--- src/hw/rtl/assert_macros.svh ---
// Assertion macros shared by the RTL of the chunk dispenser.
// Expects clk_i and rst_ni in the scope where a macro is used.
`ifndef ASSERT_MACROS_SVH
`define ASSERT_MACROS_SVH

`ifndef SYNTHESIS

`define GCD_ASSERT(lbl, prop, msg) \
  lbl: assert property (@(posedge clk_i) disable iff (!rst_ni) (prop)) else $error(msg);

`define GCD_ASSERT_NEVER(lbl, cond, msg) \
  lbl: assert property (@(posedge clk_i) disable iff (!rst_ni) !(cond)) else $error(msg);

`else

`define GCD_ASSERT(lbl, prop, msg)

`define GCD_ASSERT_NEVER(lbl, cond, msg)

`endif

`endif

--- src/hw/rtl/gcd_pkg.sv ---
// Package of the guided chunk dispenser: request codes, widths and the microcode table.
// Depends on nothing; used by guided_chunk_dispenser.
`default_nettype none

package gcd_pkg;

  localparam int unsigned MaxThreads = 64;
  localparam int unsigned ThrW = 7;
  localparam int unsigned PcW = 5;

  localparam logic [ThrW-1:0] ThrCap =
    (MaxThreads > 127) ? 7'd127 : ThrW'(MaxThreads);

  localparam logic [1:0] OpBegin = 2'd0;
  localparam logic [1:0] OpNext  = 2'd1;
  localparam logic [1:0] OpClear = 2'd2;

  typedef enum logic [3:0] {
    ACT_NOP,
    ACT_CAPT,
    ACT_DIVS_INIT,
    ACT_DIV_ITER,
    ACT_FIRST,
    ACT_ENTER,
    ACT_DIVT_INIT,
    ACT_CS,
    ACT_MUL,
    ACT_COMMIT,
    ACT_CLAMP,
    ACT_CLEAR,
    ACT_RES_NONE,
    ACT_RES_WHOLE,
    ACT_EMIT,
    ACT_SPARE
  } act_e;

  typedef enum logic [3:0] {
    CND_ALWAYS,
    CND_NEVER,
    CND_NOACC,
    CND_NOTBEGIN,
    CND_STEPZERO,
    CND_DIVMORE,
    CND_TRIPBAD,
    CND_T1,
    CND_ENTERED,
    CND_REMZERO,
    CND_NOTNEXT,
    CND_NOCHUNK,
    CND_NOTCLEAR,
    CND_OUTBUSY
  } cond_e;

  typedef struct packed {
    act_e           act;
    cond_e          cnd;
    logic [PcW-1:0] tgt;
  } ctrl_word_t;

  localparam logic [PcW-1:0] PcIdle    = 5'd0;
  localparam logic [PcW-1:0] PcSDiv    = 5'd3;
  localparam logic [PcW-1:0] PcLater   = 5'd8;
  localparam logic [PcW-1:0] PcChunk   = 5'd9;
  localparam logic [PcW-1:0] PcTDiv    = 5'd10;
  localparam logic [PcW-1:0] PcNotBeg  = 5'd14;
  localparam logic [PcW-1:0] PcNotNext = 5'd17;
  localparam logic [PcW-1:0] PcNone    = 5'd19;
  localparam logic [PcW-1:0] PcWhole   = 5'd20;
  localparam logic [PcW-1:0] PcEmit    = 5'd21;

  // Control store: a taken condition jumps to the target, otherwise the step counter advances.
  function automatic ctrl_word_t ucode(input logic [PcW-1:0] pc);
    ctrl_word_t w;
    unique case (pc)
      5'd0:    w = '{act: ACT_CAPT,      cnd: CND_NOACC,    tgt: PcIdle};
      5'd1:    w = '{act: ACT_NOP,       cnd: CND_NOTBEGIN, tgt: PcNotBeg};
      5'd2:    w = '{act: ACT_DIVS_INIT, cnd: CND_STEPZERO, tgt: PcNone};
      5'd3:    w = '{act: ACT_DIV_ITER,  cnd: CND_DIVMORE,  tgt: PcSDiv};
      5'd4:    w = '{act: ACT_NOP,       cnd: CND_TRIPBAD,  tgt: PcNone};
      5'd5:    w = '{act: ACT_NOP,       cnd: CND_T1,       tgt: PcWhole};
      5'd6:    w = '{act: ACT_NOP,       cnd: CND_ENTERED,  tgt: PcLater};
      5'd7:    w = '{act: ACT_FIRST,     cnd: CND_ALWAYS,   tgt: PcChunk};
      5'd8:    w = '{act: ACT_ENTER,     cnd: CND_REMZERO,  tgt: PcNone};
      5'd9:    w = '{act: ACT_DIVT_INIT, cnd: CND_NEVER,    tgt: PcIdle};
      5'd10:   w = '{act: ACT_DIV_ITER,  cnd: CND_DIVMORE,  tgt: PcTDiv};
      5'd11:   w = '{act: ACT_CS,        cnd: CND_NEVER,    tgt: PcIdle};
      5'd12:   w = '{act: ACT_MUL,       cnd: CND_NEVER,    tgt: PcIdle};
      5'd13:   w = '{act: ACT_COMMIT,    cnd: CND_ALWAYS,   tgt: PcEmit};
      5'd14:   w = '{act: ACT_NOP,       cnd: CND_NOTNEXT,  tgt: PcNotNext};
      5'd15:   w = '{act: ACT_NOP,       cnd: CND_NOCHUNK,  tgt: PcNone};
      5'd16:   w = '{act: ACT_CLAMP,     cnd: CND_ALWAYS,   tgt: PcChunk};
      5'd17:   w = '{act: ACT_NOP,       cnd: CND_NOTCLEAR, tgt: PcNone};
      5'd18:   w = '{act: ACT_CLEAR,     cnd: CND_NEVER,    tgt: PcIdle};
      5'd19:   w = '{act: ACT_RES_NONE,  cnd: CND_ALWAYS,   tgt: PcEmit};
      5'd20:   w = '{act: ACT_RES_WHOLE, cnd: CND_NEVER,    tgt: PcIdle};
      5'd21:   w = '{act: ACT_EMIT,      cnd: CND_OUTBUSY,  tgt: PcEmit};
      5'd22:   w = '{act: ACT_NOP,       cnd: CND_ALWAYS,   tgt: PcIdle};
      default: w = '{act: ACT_NOP,       cnd: CND_ALWAYS,   tgt: PcIdle};
    endcase
    return w;
  endfunction

endpackage

`default_nettype wire

--- src/hw/rtl/guided_chunk_dispenser.sv ---
// Top level of the guided chunk dispenser: microcoded sequencer and its datapath.
// Depends on gcd_pkg and assert_macros.svh.
`default_nettype none

// Hands out chunks of a shared loop under a guided schedule, one request beat at a time.
// The sequencer uses the one shared restoring divider, which retires one quotient bit per
// cycle: a begin runs it once for the trip count and, when it goes on to hand out a chunk,
// once for the share per thread; a next that grants a chunk runs it once. A clear, an
// unknown request, a next with nothing left or a begin with a zero step do not run it. The
// emit step waits while the result register is held by out_stall_i before handing on.
// team_threads is to be written through the cfg channel only while no request is in flight;
// the block itself does not enforce this.
module guided_chunk_dispenser (
  input  wire logic        clk_i,
  input  wire logic        rst_ni,
  input  wire logic        in_valid_i,
  output logic             in_stall_o,
  input  wire logic [1:0]  op_i,
  input  wire logic [31:0] lower_bound_i,
  input  wire logic [31:0] upper_bound_i,
  input  wire logic [31:0] step_i,
  input  wire logic [30:0] min_chunk_i,
  output logic             out_valid_o,
  input  wire logic        out_stall_i,
  output logic             granted_o,
  output logic [31:0]      chunk_from_o,
  output logic [31:0]      chunk_to_o,
  input  wire logic        cfg_valid_i,
  output logic             cfg_ready_o,
  input  wire logic [gcd_pkg::ThrW-1:0] cfg_team_threads_i
);

  logic [gcd_pkg::PcW-1:0]  pc_q, pc_d;
  logic [gcd_pkg::ThrW-1:0] threads_q, threads_d;
  logic [gcd_pkg::ThrW-1:0] entered_q, entered_d;
  logic [31:0]              rem_q, rem_d;
  logic [31:0]              next_idx_q, next_idx_d;
  logic [31:0]              loop_step_q, loop_step_d;
  logic [30:0]              loop_min_q, loop_min_d;
  logic                     out_valid_q, out_valid_d;

  logic [1:0]  op_q, op_d;
  logic [31:0] lb_q, lb_d;
  logic [31:0] ub_q, ub_d;
  logic [31:0] step_q, step_d;
  logic [30:0] min_q, min_d;
  logic [32:0] diff_q, diff_d;
  logic        clamp_q, clamp_d;
  logic [31:0] acc_q, acc_d;
  logic [31:0] quo_q, quo_d;
  logic [31:0] dvs_q, dvs_d;
  logic [4:0]  cnt_q, cnt_d;
  logic [31:0] cs_q, cs_d;
  logic [31:0] prod_q, prod_d;
  logic        res_gnt_q, res_gnt_d;
  logic [31:0] res_from_q, res_from_d;
  logic [31:0] res_to_q, res_to_d;
  logic        out_gnt_q, out_gnt_d;
  logic [31:0] out_from_q, out_from_d;
  logic [31:0] out_to_q, out_to_d;

  gcd_pkg::ctrl_word_t cw;
  logic                in_acc;
  logic                out_busy;
  logic                cond;
  logic [gcd_pkg::ThrW-1:0] eff_thr;
  logic [33:0]         trial;
  logic [32:0]         diff_neg;
  logic [31:0]         share;
  logic [31:0]         min_ext;
  logic [31:0]         idx_sum;

  assign cw          = gcd_pkg::ucode(pc_q);
  assign in_stall_o  = (pc_q != gcd_pkg::PcIdle);
  assign in_acc      = in_valid_i && !in_stall_o;
  assign out_busy    = out_valid_q && out_stall_i;
  assign cfg_ready_o = 1'b1;

  assign out_valid_o  = out_valid_q;
  assign granted_o    = out_gnt_q;
  assign chunk_from_o = out_from_q;
  assign chunk_to_o   = out_to_q;

  always_comb begin
    if (threads_q == '0) begin
      eff_thr = gcd_pkg::ThrW'(1);
    end else if (threads_q > gcd_pkg::ThrCap) begin
      eff_thr = gcd_pkg::ThrCap;
    end else begin
      eff_thr = threads_q;
    end
  end

  assign trial    = {1'b0, acc_q, quo_q[31]} - {2'b00, dvs_q};
  assign diff_neg = '0 - diff_q;
  assign share    = quo_q + {31'd0, (acc_q != '0)};
  assign min_ext  = {1'b0, loop_min_q};
  assign idx_sum  = next_idx_q + prod_q;

  always_comb begin
    unique case (cw.cnd)
      gcd_pkg::CND_ALWAYS:   cond = 1'b1;
      gcd_pkg::CND_NEVER:    cond = 1'b0;
      gcd_pkg::CND_NOACC:    cond = !in_acc;
      gcd_pkg::CND_NOTBEGIN: cond = (op_q != gcd_pkg::OpBegin);
      gcd_pkg::CND_STEPZERO: cond = (step_q == '0);
      gcd_pkg::CND_DIVMORE:  cond = (cnt_q != 5'd31);
      gcd_pkg::CND_TRIPBAD:  cond = (quo_q == '0) || (diff_q[32] != step_q[31]);
      gcd_pkg::CND_T1:       cond = (eff_thr == gcd_pkg::ThrW'(1));
      gcd_pkg::CND_ENTERED:  cond = (entered_q != '0);
      gcd_pkg::CND_REMZERO:  cond = (rem_q == '0);
      gcd_pkg::CND_NOTNEXT:  cond = (op_q != gcd_pkg::OpNext);
      gcd_pkg::CND_NOCHUNK:  cond = (eff_thr == gcd_pkg::ThrW'(1)) || (rem_q == '0);
      gcd_pkg::CND_NOTCLEAR: cond = (op_q != gcd_pkg::OpClear);
      gcd_pkg::CND_OUTBUSY:  cond = out_busy;
      default:               cond = 1'b1;
    endcase
  end

  always_comb begin
    pc_d        = cond ? cw.tgt : pc_q + gcd_pkg::PcW'(1);
    threads_d   = (cfg_valid_i && cfg_ready_o) ? cfg_team_threads_i : threads_q;
    entered_d   = entered_q;
    rem_d       = rem_q;
    next_idx_d  = next_idx_q;
    loop_step_d = loop_step_q;
    loop_min_d  = loop_min_q;
    out_valid_d = out_valid_q && out_stall_i;
    op_d        = op_q;
    lb_d        = lb_q;
    ub_d        = ub_q;
    step_d      = step_q;
    min_d       = min_q;
    diff_d      = diff_q;
    clamp_d     = clamp_q;
    acc_d       = acc_q;
    quo_d       = quo_q;
    dvs_d       = dvs_q;
    cnt_d       = cnt_q;
    cs_d        = cs_q;
    prod_d      = prod_q;
    res_gnt_d   = res_gnt_q;
    res_from_d  = res_from_q;
    res_to_d    = res_to_q;
    out_gnt_d   = out_gnt_q;
    out_from_d  = out_from_q;
    out_to_d    = out_to_q;

    unique case (cw.act)
      gcd_pkg::ACT_CAPT: begin
        if (in_acc) begin
          op_d   = op_i;
          lb_d   = lower_bound_i;
          ub_d   = upper_bound_i;
          step_d = step_i;
          min_d  = min_chunk_i;
          diff_d = {upper_bound_i[31], upper_bound_i} - {lower_bound_i[31], lower_bound_i};
        end
      end
      gcd_pkg::ACT_DIVS_INIT: begin
        acc_d = '0;
        cnt_d = '0;
        quo_d = diff_q[32] ? diff_neg[31:0] : diff_q[31:0];
        dvs_d = step_q[31] ? ('0 - step_q) : step_q;
      end
      gcd_pkg::ACT_DIVT_INIT: begin
        acc_d = '0;
        cnt_d = '0;
        quo_d = rem_q;
        dvs_d = {{(32 - gcd_pkg::ThrW){1'b0}}, eff_thr};
      end
      gcd_pkg::ACT_DIV_ITER: begin
        cnt_d = cnt_q + 5'd1;
        if (!trial[33]) begin
          acc_d = trial[31:0];
          quo_d = {quo_q[30:0], 1'b1};
        end else begin
          acc_d = {acc_q[30:0], quo_q[31]};
          quo_d = {quo_q[30:0], 1'b0};
        end
      end
      gcd_pkg::ACT_FIRST: begin
        entered_d   = gcd_pkg::ThrW'(1);
        loop_step_d = step_q;
        loop_min_d  = min_q;
        rem_d       = quo_q;
        next_idx_d  = lb_q;
        clamp_d     = 1'b0;
      end
      gcd_pkg::ACT_ENTER: begin
        if (entered_q != '1) begin
          entered_d = entered_q + gcd_pkg::ThrW'(1);
        end
        clamp_d = 1'b1;
      end
      gcd_pkg::ACT_CLAMP: begin
        clamp_d = 1'b1;
      end
      gcd_pkg::ACT_CS: begin
        if (clamp_q && (share < min_ext)) begin
          cs_d = (rem_q < min_ext) ? rem_q : min_ext;
        end else begin
          cs_d = share;
        end
      end
      gcd_pkg::ACT_MUL: begin
        prod_d = 32'(cs_q * loop_step_q);
      end
      gcd_pkg::ACT_COMMIT: begin
        rem_d      = rem_q - cs_q;
        next_idx_d = idx_sum;
        res_gnt_d  = 1'b1;
        res_from_d = next_idx_q;
        res_to_d   = idx_sum;
      end
      gcd_pkg::ACT_CLEAR: begin
        entered_d = '0;
        rem_d     = '0;
      end
      gcd_pkg::ACT_RES_NONE: begin
        res_gnt_d  = 1'b0;
        res_from_d = '0;
        res_to_d   = '0;
      end
      gcd_pkg::ACT_RES_WHOLE: begin
        res_gnt_d  = 1'b1;
        res_from_d = lb_q;
        res_to_d   = ub_q;
      end
      gcd_pkg::ACT_EMIT: begin
        if (!out_busy) begin
          out_valid_d = 1'b1;
          out_gnt_d   = res_gnt_q;
          out_from_d  = res_from_q;
          out_to_d    = res_to_q;
        end
      end
      default: begin
      end
    endcase
  end

  always_ff @(posedge clk_i or negedge rst_ni) begin
    if (!rst_ni) begin
      pc_q        <= gcd_pkg::PcIdle;
      threads_q   <= gcd_pkg::ThrW'(1);
      entered_q   <= '0;
      rem_q       <= '0;
      next_idx_q  <= '0;
      loop_step_q <= '0;
      loop_min_q  <= 31'd1;
      out_valid_q <= 1'b0;
    end else begin
      pc_q        <= pc_d;
      threads_q   <= threads_d;
      entered_q   <= entered_d;
      rem_q       <= rem_d;
      next_idx_q  <= next_idx_d;
      loop_step_q <= loop_step_d;
      loop_min_q  <= loop_min_d;
      out_valid_q <= out_valid_d;
    end
  end

  always_ff @(posedge clk_i) begin
    op_q       <= op_d;
    lb_q       <= lb_d;
    ub_q       <= ub_d;
    step_q     <= step_d;
    min_q      <= min_d;
    diff_q     <= diff_d;
    clamp_q    <= clamp_d;
    acc_q      <= acc_d;
    quo_q      <= quo_d;
    dvs_q      <= dvs_d;
    cnt_q      <= cnt_d;
    cs_q       <= cs_d;
    prod_q     <= prod_d;
    res_gnt_q  <= res_gnt_d;
    res_from_q <= res_from_d;
    res_to_q   <= res_to_d;
    out_gnt_q  <= out_gnt_d;
    out_from_q <= out_from_d;
    out_to_q   <= out_to_d;
  end

`include "assert_macros.svh"

  // An accepted beat always starts the sequencer, so no second beat slips in behind it.
  `GCD_ASSERT(a_busy_after_accept, in_valid_i && !in_stall_o |=> in_stall_o, "beat not taken up")
  // A refused request carries zero indices.
  `GCD_ASSERT(a_empty_zero, out_valid_o && !granted_o |-> chunk_from_o == '0 && chunk_to_o == '0, "empty result has indices")
  // Iterations remain only inside a loop that some thread has entered.
  `GCD_ASSERT_NEVER(a_rem_outside_loop, entered_q == '0 && rem_q != '0, "remainder without loop")

endmodule

`default_nettype wire
--- config.mk ---
export PLATFORM = sky130hd
export DESIGN_NAME = guided_chunk_dispenser
export DESIGN_NICKNAME = d
export VERILOG_FILES = /design/src/hw/rtl/gcd_pkg.sv /design/src/hw/rtl/guided_chunk_dispenser.sv
export VERILOG_INCLUDE_DIRS = /design/src /design/src/hw/rtl
export SDC_FILE = /design/constraint.sdc
export NUM_CORES = 2
export LEC_CHECK = 0
export BUFFER_PORTS_ARGS = -buffer_cell sky130_fd_sc_hd__buf_2
export CAP_MARGIN = 20
export CORE_AREA = 3 3 278 280
export CTS_BUF_LIST = sky130_fd_sc_hd__clkbuf_16
export DETAILED_ROUTE_END_ITERATION = 10
export DIE_AREA = 0 0 281 283
export PLACE_DENSITY = 0.83
export SYNTH_ARGS = -nofsm -noshare
export SYNTH_HDL_FRONTEND = slang
export SYNTH_SLANG_ARGS = --single-unit
--- constraint.sdc ---
create_clock -name clk_i -period 42 [get_ports clk_i]
set_input_delay 2.1 -clock clk_i [delete_from_list [all_inputs] [get_ports clk_i]]
set_output_delay 2.1 -clock clk_i [all_outputs]
set_load 0.02 [all_outputs]
==> After elaboration in Yosys (flattened, before gate mapping) <==
Memory sizes are Yosys's and may differ from the RTL's.
Index checks and enable logic that the tools add are counted.
{ "classes": {"n_mul": 1, "div": 0, "shift": 0, "n_eq_ne": 34, "n_reduce_logical": 30, "mux": 23, "addsub": 10, "bitwise": 1, "magnitude_cmp": 3} }
{ "op_table": {"columns": ["cell", "count"], "rows": [
  ["32-bit one-hot mux with 3 select lines", 4],
  ["32-bit one-hot mux with 2 select lines", 3],
  ["32-bit 2-to-1 mux", 5],
  ["32-bit logical NOT", 3],
  ["32-bit by 31-bit < comparator with 1-bit output", 2],
  ["1-bit by 32-bit subtractor with 32-bit output, first input constant", 2],
  ["4-bit equality test, second input constant", 13],
  ["33-bit by 32-bit subtractor with 34-bit output", 1],
  ["32-bit by 32-bit subtractor with 33-bit output", 1],
  ["32-bit by 1-bit adder with 32-bit output", 1],
  ["32-bit adder", 1],
  ["4-bit by 3-bit equality test with 1-bit output, second input constant", 8],
  ["32-bit by 32-bit multiplier with 32-bit output", 1],
  ["32-bit nonzero test", 1],
  ["32-bit subtractor", 1],
  ["7-bit 2-to-1 mux", 3],
  ["7-bit one-hot mux with 3 select lines", 1],
  ["4-bit by 2-bit equality test with 1-bit output, second input constant", 4],
  ["1-bit one-hot mux with 13 select lines", 1],
  ["2-bit nonzero test", 6],
  ["3-bit nonzero test", 4],
  ["5-bit by 1-bit adder with 5-bit output, second input constant", 2],
  ["5-bit one-hot mux with 2 select lines", 1],
  ["4-bit by 1-bit equality test with 1-bit output, second input constant", 2],
  ["20 further kinds", 31]
]} }
{ "word_totals": {"out_inout_bits": 68, "latch_bits": 0, "register_bits": 605, "elab_cells": 130, "mem_count": 1, "inputBits": 141, "romBits": 416, "ramBits": 0} }
{ "memory_table": {"columns": ["name", "words", "word_bits", "read_ports", "rd_clocked_by_memory_dff", "write_ports", "line_no", "source"], "rows": [
  ["(name not given)", 32, 13, 1, 0, 0, "gcd_pkg.sv:74", "unique case (pc)"]
]} }

==> Depth between registers and ports, before layout <==
{ "logic_depth": {"depth_word": 7, "depth_mapped": 27, "ltp_nobuf": 25} }

==> Worst setup path before layout <==
OpenSTA, ideal clock, no wires.
{ "synth_path": {"kind": "in2reg", "from": "input in_valid_i", "to": "register diff_q[0], enable pin", "t_arrival_ns": 13.058, "n_path_buf": 0, "required_time_ns": 41.118, "setup_ns": 0.882, "path_stages": 2, "slack_ns": 28.060, "cell_sequence": "nand2_1 nor3_1"} }
{ "synth_between": {"elab_chain_cells": 2} }
{ "synth_lines": {"columns": ["item", "line_no", "source"], "rows": [
  ["from (decl)", "guided_chunk_dispenser.sv:16", "input wire logic in_valid_i,"],
  ["1-bit logical AND", "guided_chunk_dispenser.sv:75", "assign in_acc = in_valid_i && !in_stall_o;"],
  ["2-bit AND reduction (no line)", null, null],
  ["to (signal assigned)", "guided_chunk_dispenser.sv:271", "diff_q <= diff_d;"],
  ["to (decl)", "guided_chunk_dispenser.sv:47", "logic [32:0] diff_q, diff_d;"]
]} }
No other way between the ends.
A chain may end at the register's enable or synchronous reset.

==> Worst setup path in the final report <==
{ "layout_path": {"from": "register loop_step_q[2]", "to": "register prod_q[31] (data pin)"} }
{ "layout_between": {"elab_chain_cells": 1} }
{ "layout_lines": {"columns": ["item", "line_no", "source"], "rows": [
  ["from (decl)", "guided_chunk_dispenser.sv:38", "logic [31:0] loop_step_q, loop_step_d;"],
  ["from (signal assigned)", "guided_chunk_dispenser.sv:259", "loop_step_q <= loop_step_d;"],
  ["32-bit by 32-bit multiplier with 32-bit output", "guided_chunk_dispenser.sv:207", "prod_d = 32'(cs_q * loop_step_q);"],
  ["to (signal assigned)", "guided_chunk_dispenser.sv:278", "prod_q <= prod_d;"],
  ["to (decl)", "guided_chunk_dispenser.sv:54", "logic [31:0] prod_q, prod_d;"]
]} }
No other way between the ends.

==> run_results.csv <==
group,metric,value,unit
status,outcome,"finished, final reports clean",
logic_synthesis,synth_top_area_share,28.29,%
logic_synthesis,synthArstFlopShare,24.30,%
logic_synthesis,syn_area,48620,um^2
timing,finalHoldViolations,0,
global_route,grt_start_max_net_pins,152,
clock_tree,clk_pin_slew_worst_paths,0.07,ns
place,dp_hpwl,96.44,mm
die,start_util,65.09,%
die,fp.coreArea,74700,um^2
global_route,grt_pass1_vias,36230,
timing,slew_headroom,25.83,%
logic_synthesis,synth_common_cells,"inv_1, nand2_1, edfxtp_1",
logic_synthesis,ys_warn_count,0,
logic_synthesis,yosys.area_share.xor_xnor,5.206,%
final_layout,final_nets,5740,
timing,tightest_slew,1.108,ns
timing,layout_min_cycle_time,8.043,ns
min_path,hold_start,"res_to_q[25]$_DFFE_PP_",
final_layout,drive_gt1_share,8.643,%
clock_tree,clockBufferDepth,3,
logic_synthesis,synth_nets,5627,
logic_synthesis,syn-mean-instance-area,10.24,um^2
run,maxCapViolCount,0,
final_layout,syn_to_final_growth,8.719,%
timing,fin_worst_skew,0.04779,ns
detailed_routing,dr.pass1.iters,6,
global_route,grtUsageTotal,32.57,%
logic_synthesis,synthAdderAreaFrac,25.35,%
clock_tree,cts.sinks,605,
timing,rsz0062_at_grt,"false",
timing,setup_viol,0,
detailed_routing,vias,36130,
die,die_height,283,um
logic_synthesis,synth_edf_count,458,
clock_tree,insertion_delay,0.65,ns
logic_synthesis,synth.mux.area_fraction,2.401,%
clock_tree,cts_resized,0,
critical_path,required,42.35,ns
place,placedCellCount,5759,
clock_tree,cts_buffers,68,
place,port_buffers,207,
timing,fmaxAchievable,124.3,MHz
final_layout,finalNonFillerCells,5887,
timing,whs,0.4134,ns
logic_synthesis,yosysMostFrequentCell,"inv_1",
detailed_routing,ant_nets,0,
clock_tree,cts_root_buf,"clkbuf_16",
detailed_routing,drc,0,
clock_tree,tritoncts,"done",
critical_path,path_class,"flop to flop",
logic_synthesis,yosys.area.top_type,"edfxtp_1",
clock_tree,htree_num_levels,3,
global_route,overflow,0,
die,die_x,281,um
logic_synthesis,synth_compound_area_share,11.01,%
detailed_routing,avgRoutedWirePerCell,21.61,um
final_layout,n_fill_cell,5279,
logic_synthesis,synth_top_family_by_area,"adder cells",
critical_path,crit_fanout,31,
die,rows,100,
logic_synthesis,synth-simple-area-share,14.08,%
detailed_routing,vias_per_cell,6.138,
detailed_routing,routed_wl,127.2,mm
logic_synthesis,synth_seq_cells,605,
critical_path,arrival,8.39,ns
critical_path,start_kind,"flop",
critical_path,r2r-start,"loop_step_q[2]$_DFFE_PN0P_",
logic_synthesis,synthCells,4748,
place,gp_congestion,0.9432,
logic_synthesis,ys_top_cells_by_area,"edfxtp_1, fa_1, ha_1",
detailed_routing,drt_iter0_drc,3887,
timing,finalCritPeriodShare,19.15,%
min_path,min-delay-path-class,"flop to flop",
critical_path,end_kind,"flop",
die,io-pin-count,209,
clock_tree,holdBufCountCts,0,
global_route,antenna_found_initial,2,
logic_synthesis,synthFlopType,"edfxtp_1",
logic_synthesis,synth.distinct_cells,85,
clock_tree,postCtsSetupRepairBufs,0,
critical_path,cp-startpoint,"loop_step_q[2]$_DFFE_PN0P_",
critical_path,reg2reg_depth,23,
logic_synthesis,synth-seq-area-share,35.86,%
timing,totalNegativeSetupSlack,0,ns
die,dieArea,79520,um^2
global_route,grt_pass1_wl,202.4,mm
min_path,whs_path_depth,0,
timing,slew_viol_final,0,
cells by family (layout without fill, tap and decap cells):
family | after synthesis | count (layout)
flops | 605 | 605
xor+xnor | 289 | 289
other cells | 1 | 2
buf+inv | 780 | 949
mux | 107 | 107
simple gates | 1408 | 1408
fa+ha+maj | 738 | 738
compound gates | 820 | 820
worst max-delay path: stages (launching register included):
cell      delay [ns]
dfrtp_1         0.98
and2_1          0.27
fa_1            0.39
inv_1           0.08
fa_1            0.43
fa_1            0.51
fa_1            0.55
inv_1           0.05
fa_1            0.50
inv_1           0.06
fa_1            0.53
inv_1           0.05
fa_1            0.49
fa_1            0.45
ha_1            0.37
a211o_1         0.30
nor4_1          0.28
a21oi_1         0.18
o21ai_1         0.24
o31ai_1         0.14
o41ai_1         0.50
o21bai_1        0.12
a21oi_1         0.19
xnor2_1         0.09
per-layer routing:
metal / global-route usage [%] / up-vias / wire length (um)
met5: 0 / - / 8
met4: 13.06 / 2 / 5659
met3: 5.451 / 309 / 11810
met2: 50.72 / 1835 / 58820
met1: 45.91 / 17760 / 50910
li1: - / 16220 / -
sequential cells by signal, indices dropped and copies added, names as in the netlist, 32 cells and up:
| signal | count |
|---|---|
| acc_q | 32 |
| chunk_from_o | 32 |
| chunk_to_o | 32 |
| cs_q | 32 |
| diff_q | 33 |
| dvs_q | 32 |
| lb_q | 32 |
| loop_step_q | 32 |
| next_idx_q | 32 |
| prod_q | 32 |
| quo_q | 32 |
| rem_q | 32 |
| res_from_q | 32 |
| res_to_q | 32 |
| step_q | 32 |
| ub_q | 32 |
layout by cell type (no fill, tap or decap), types with 17 or more instances in the layout:
cell / instances
a211oi_1: 17
a21o_1: 76
a21oi_1: 176
a22o_1: 62
a22oi_1: 43
a31oi_1: 29
and2_1: 316
and3_1: 31
buf_2: 206
buf_4: 31
clkbuf_16: 68
dfrtp_1: 145
edfxtp_1: 458
fa_1: 412
ha_1: 326
inv_1: 595
mux2_1: 31
mux2_2: 38
mux2i_1: 36
nand2_1: 550
nand2b_1: 34
nand3_1: 52
nand4_1: 32
nor2_1: 211
nor2b_1: 35
nor3_1: 36
nor4_1: 39
o21a_1: 38
o21ai_0: 104
o21ai_1: 112
o21bai_1: 22
o31ai_1: 27
or3_1: 19
xnor2_1: 172
xor2_1: 117
layout make-up:
type | instances | area (um^2) | share of cell area (%)
multi-input cells | 3363 | 28320 | 53.58
flip-flops and latches | 605 | 17430 | 32.98
inverters | 583 | 2188 | 4.140
clock buffers | 68 | 1702 | 3.219
repair buffers | 240 | 1306 | 2.471
well taps | 969 | 1212 | 2.294
clock inverters | 58 | 690.7 | 1.307
diodes | 1 | 2.502 | 0.004734
metrics by stage:
stage	cell area, um^2	util, %	worst slack (ns)
finish	52860	70.77	33.96
global route	52860	70.76	33.55
CTS	52850	70.75	34.04
detailed placement	50450	67.54	34.09
global placement	50450	67.54	34.32
floorplan	48620	-	28.06
worst paths after layout:
| kind | endpoint | slack, ns |
|---|---|---|
| max reg2reg | prod_q[31]$_DFFE_PN_ | 33.96 |
| max | prod_q[31]$_DFFE_PN_ | 33.96 |
| min | chunk_to_o[25]$_DFFE_PP_ | 0.41 |
| max in group asynchronous | rem_q[16]$_DFFE_PN0P_ | 38.98 |
| min in group asynchronous | loop_min_q[17]$_DFFE_PN0P_ | 1.56 |
| min reg2reg | chunk_to_o[25]$_DFFE_PP_ | 0.41 |
Power is left out: the tool's default activity adds up to more than one toggle a clock period on the data nets, which glitch-free logic cannot reach.
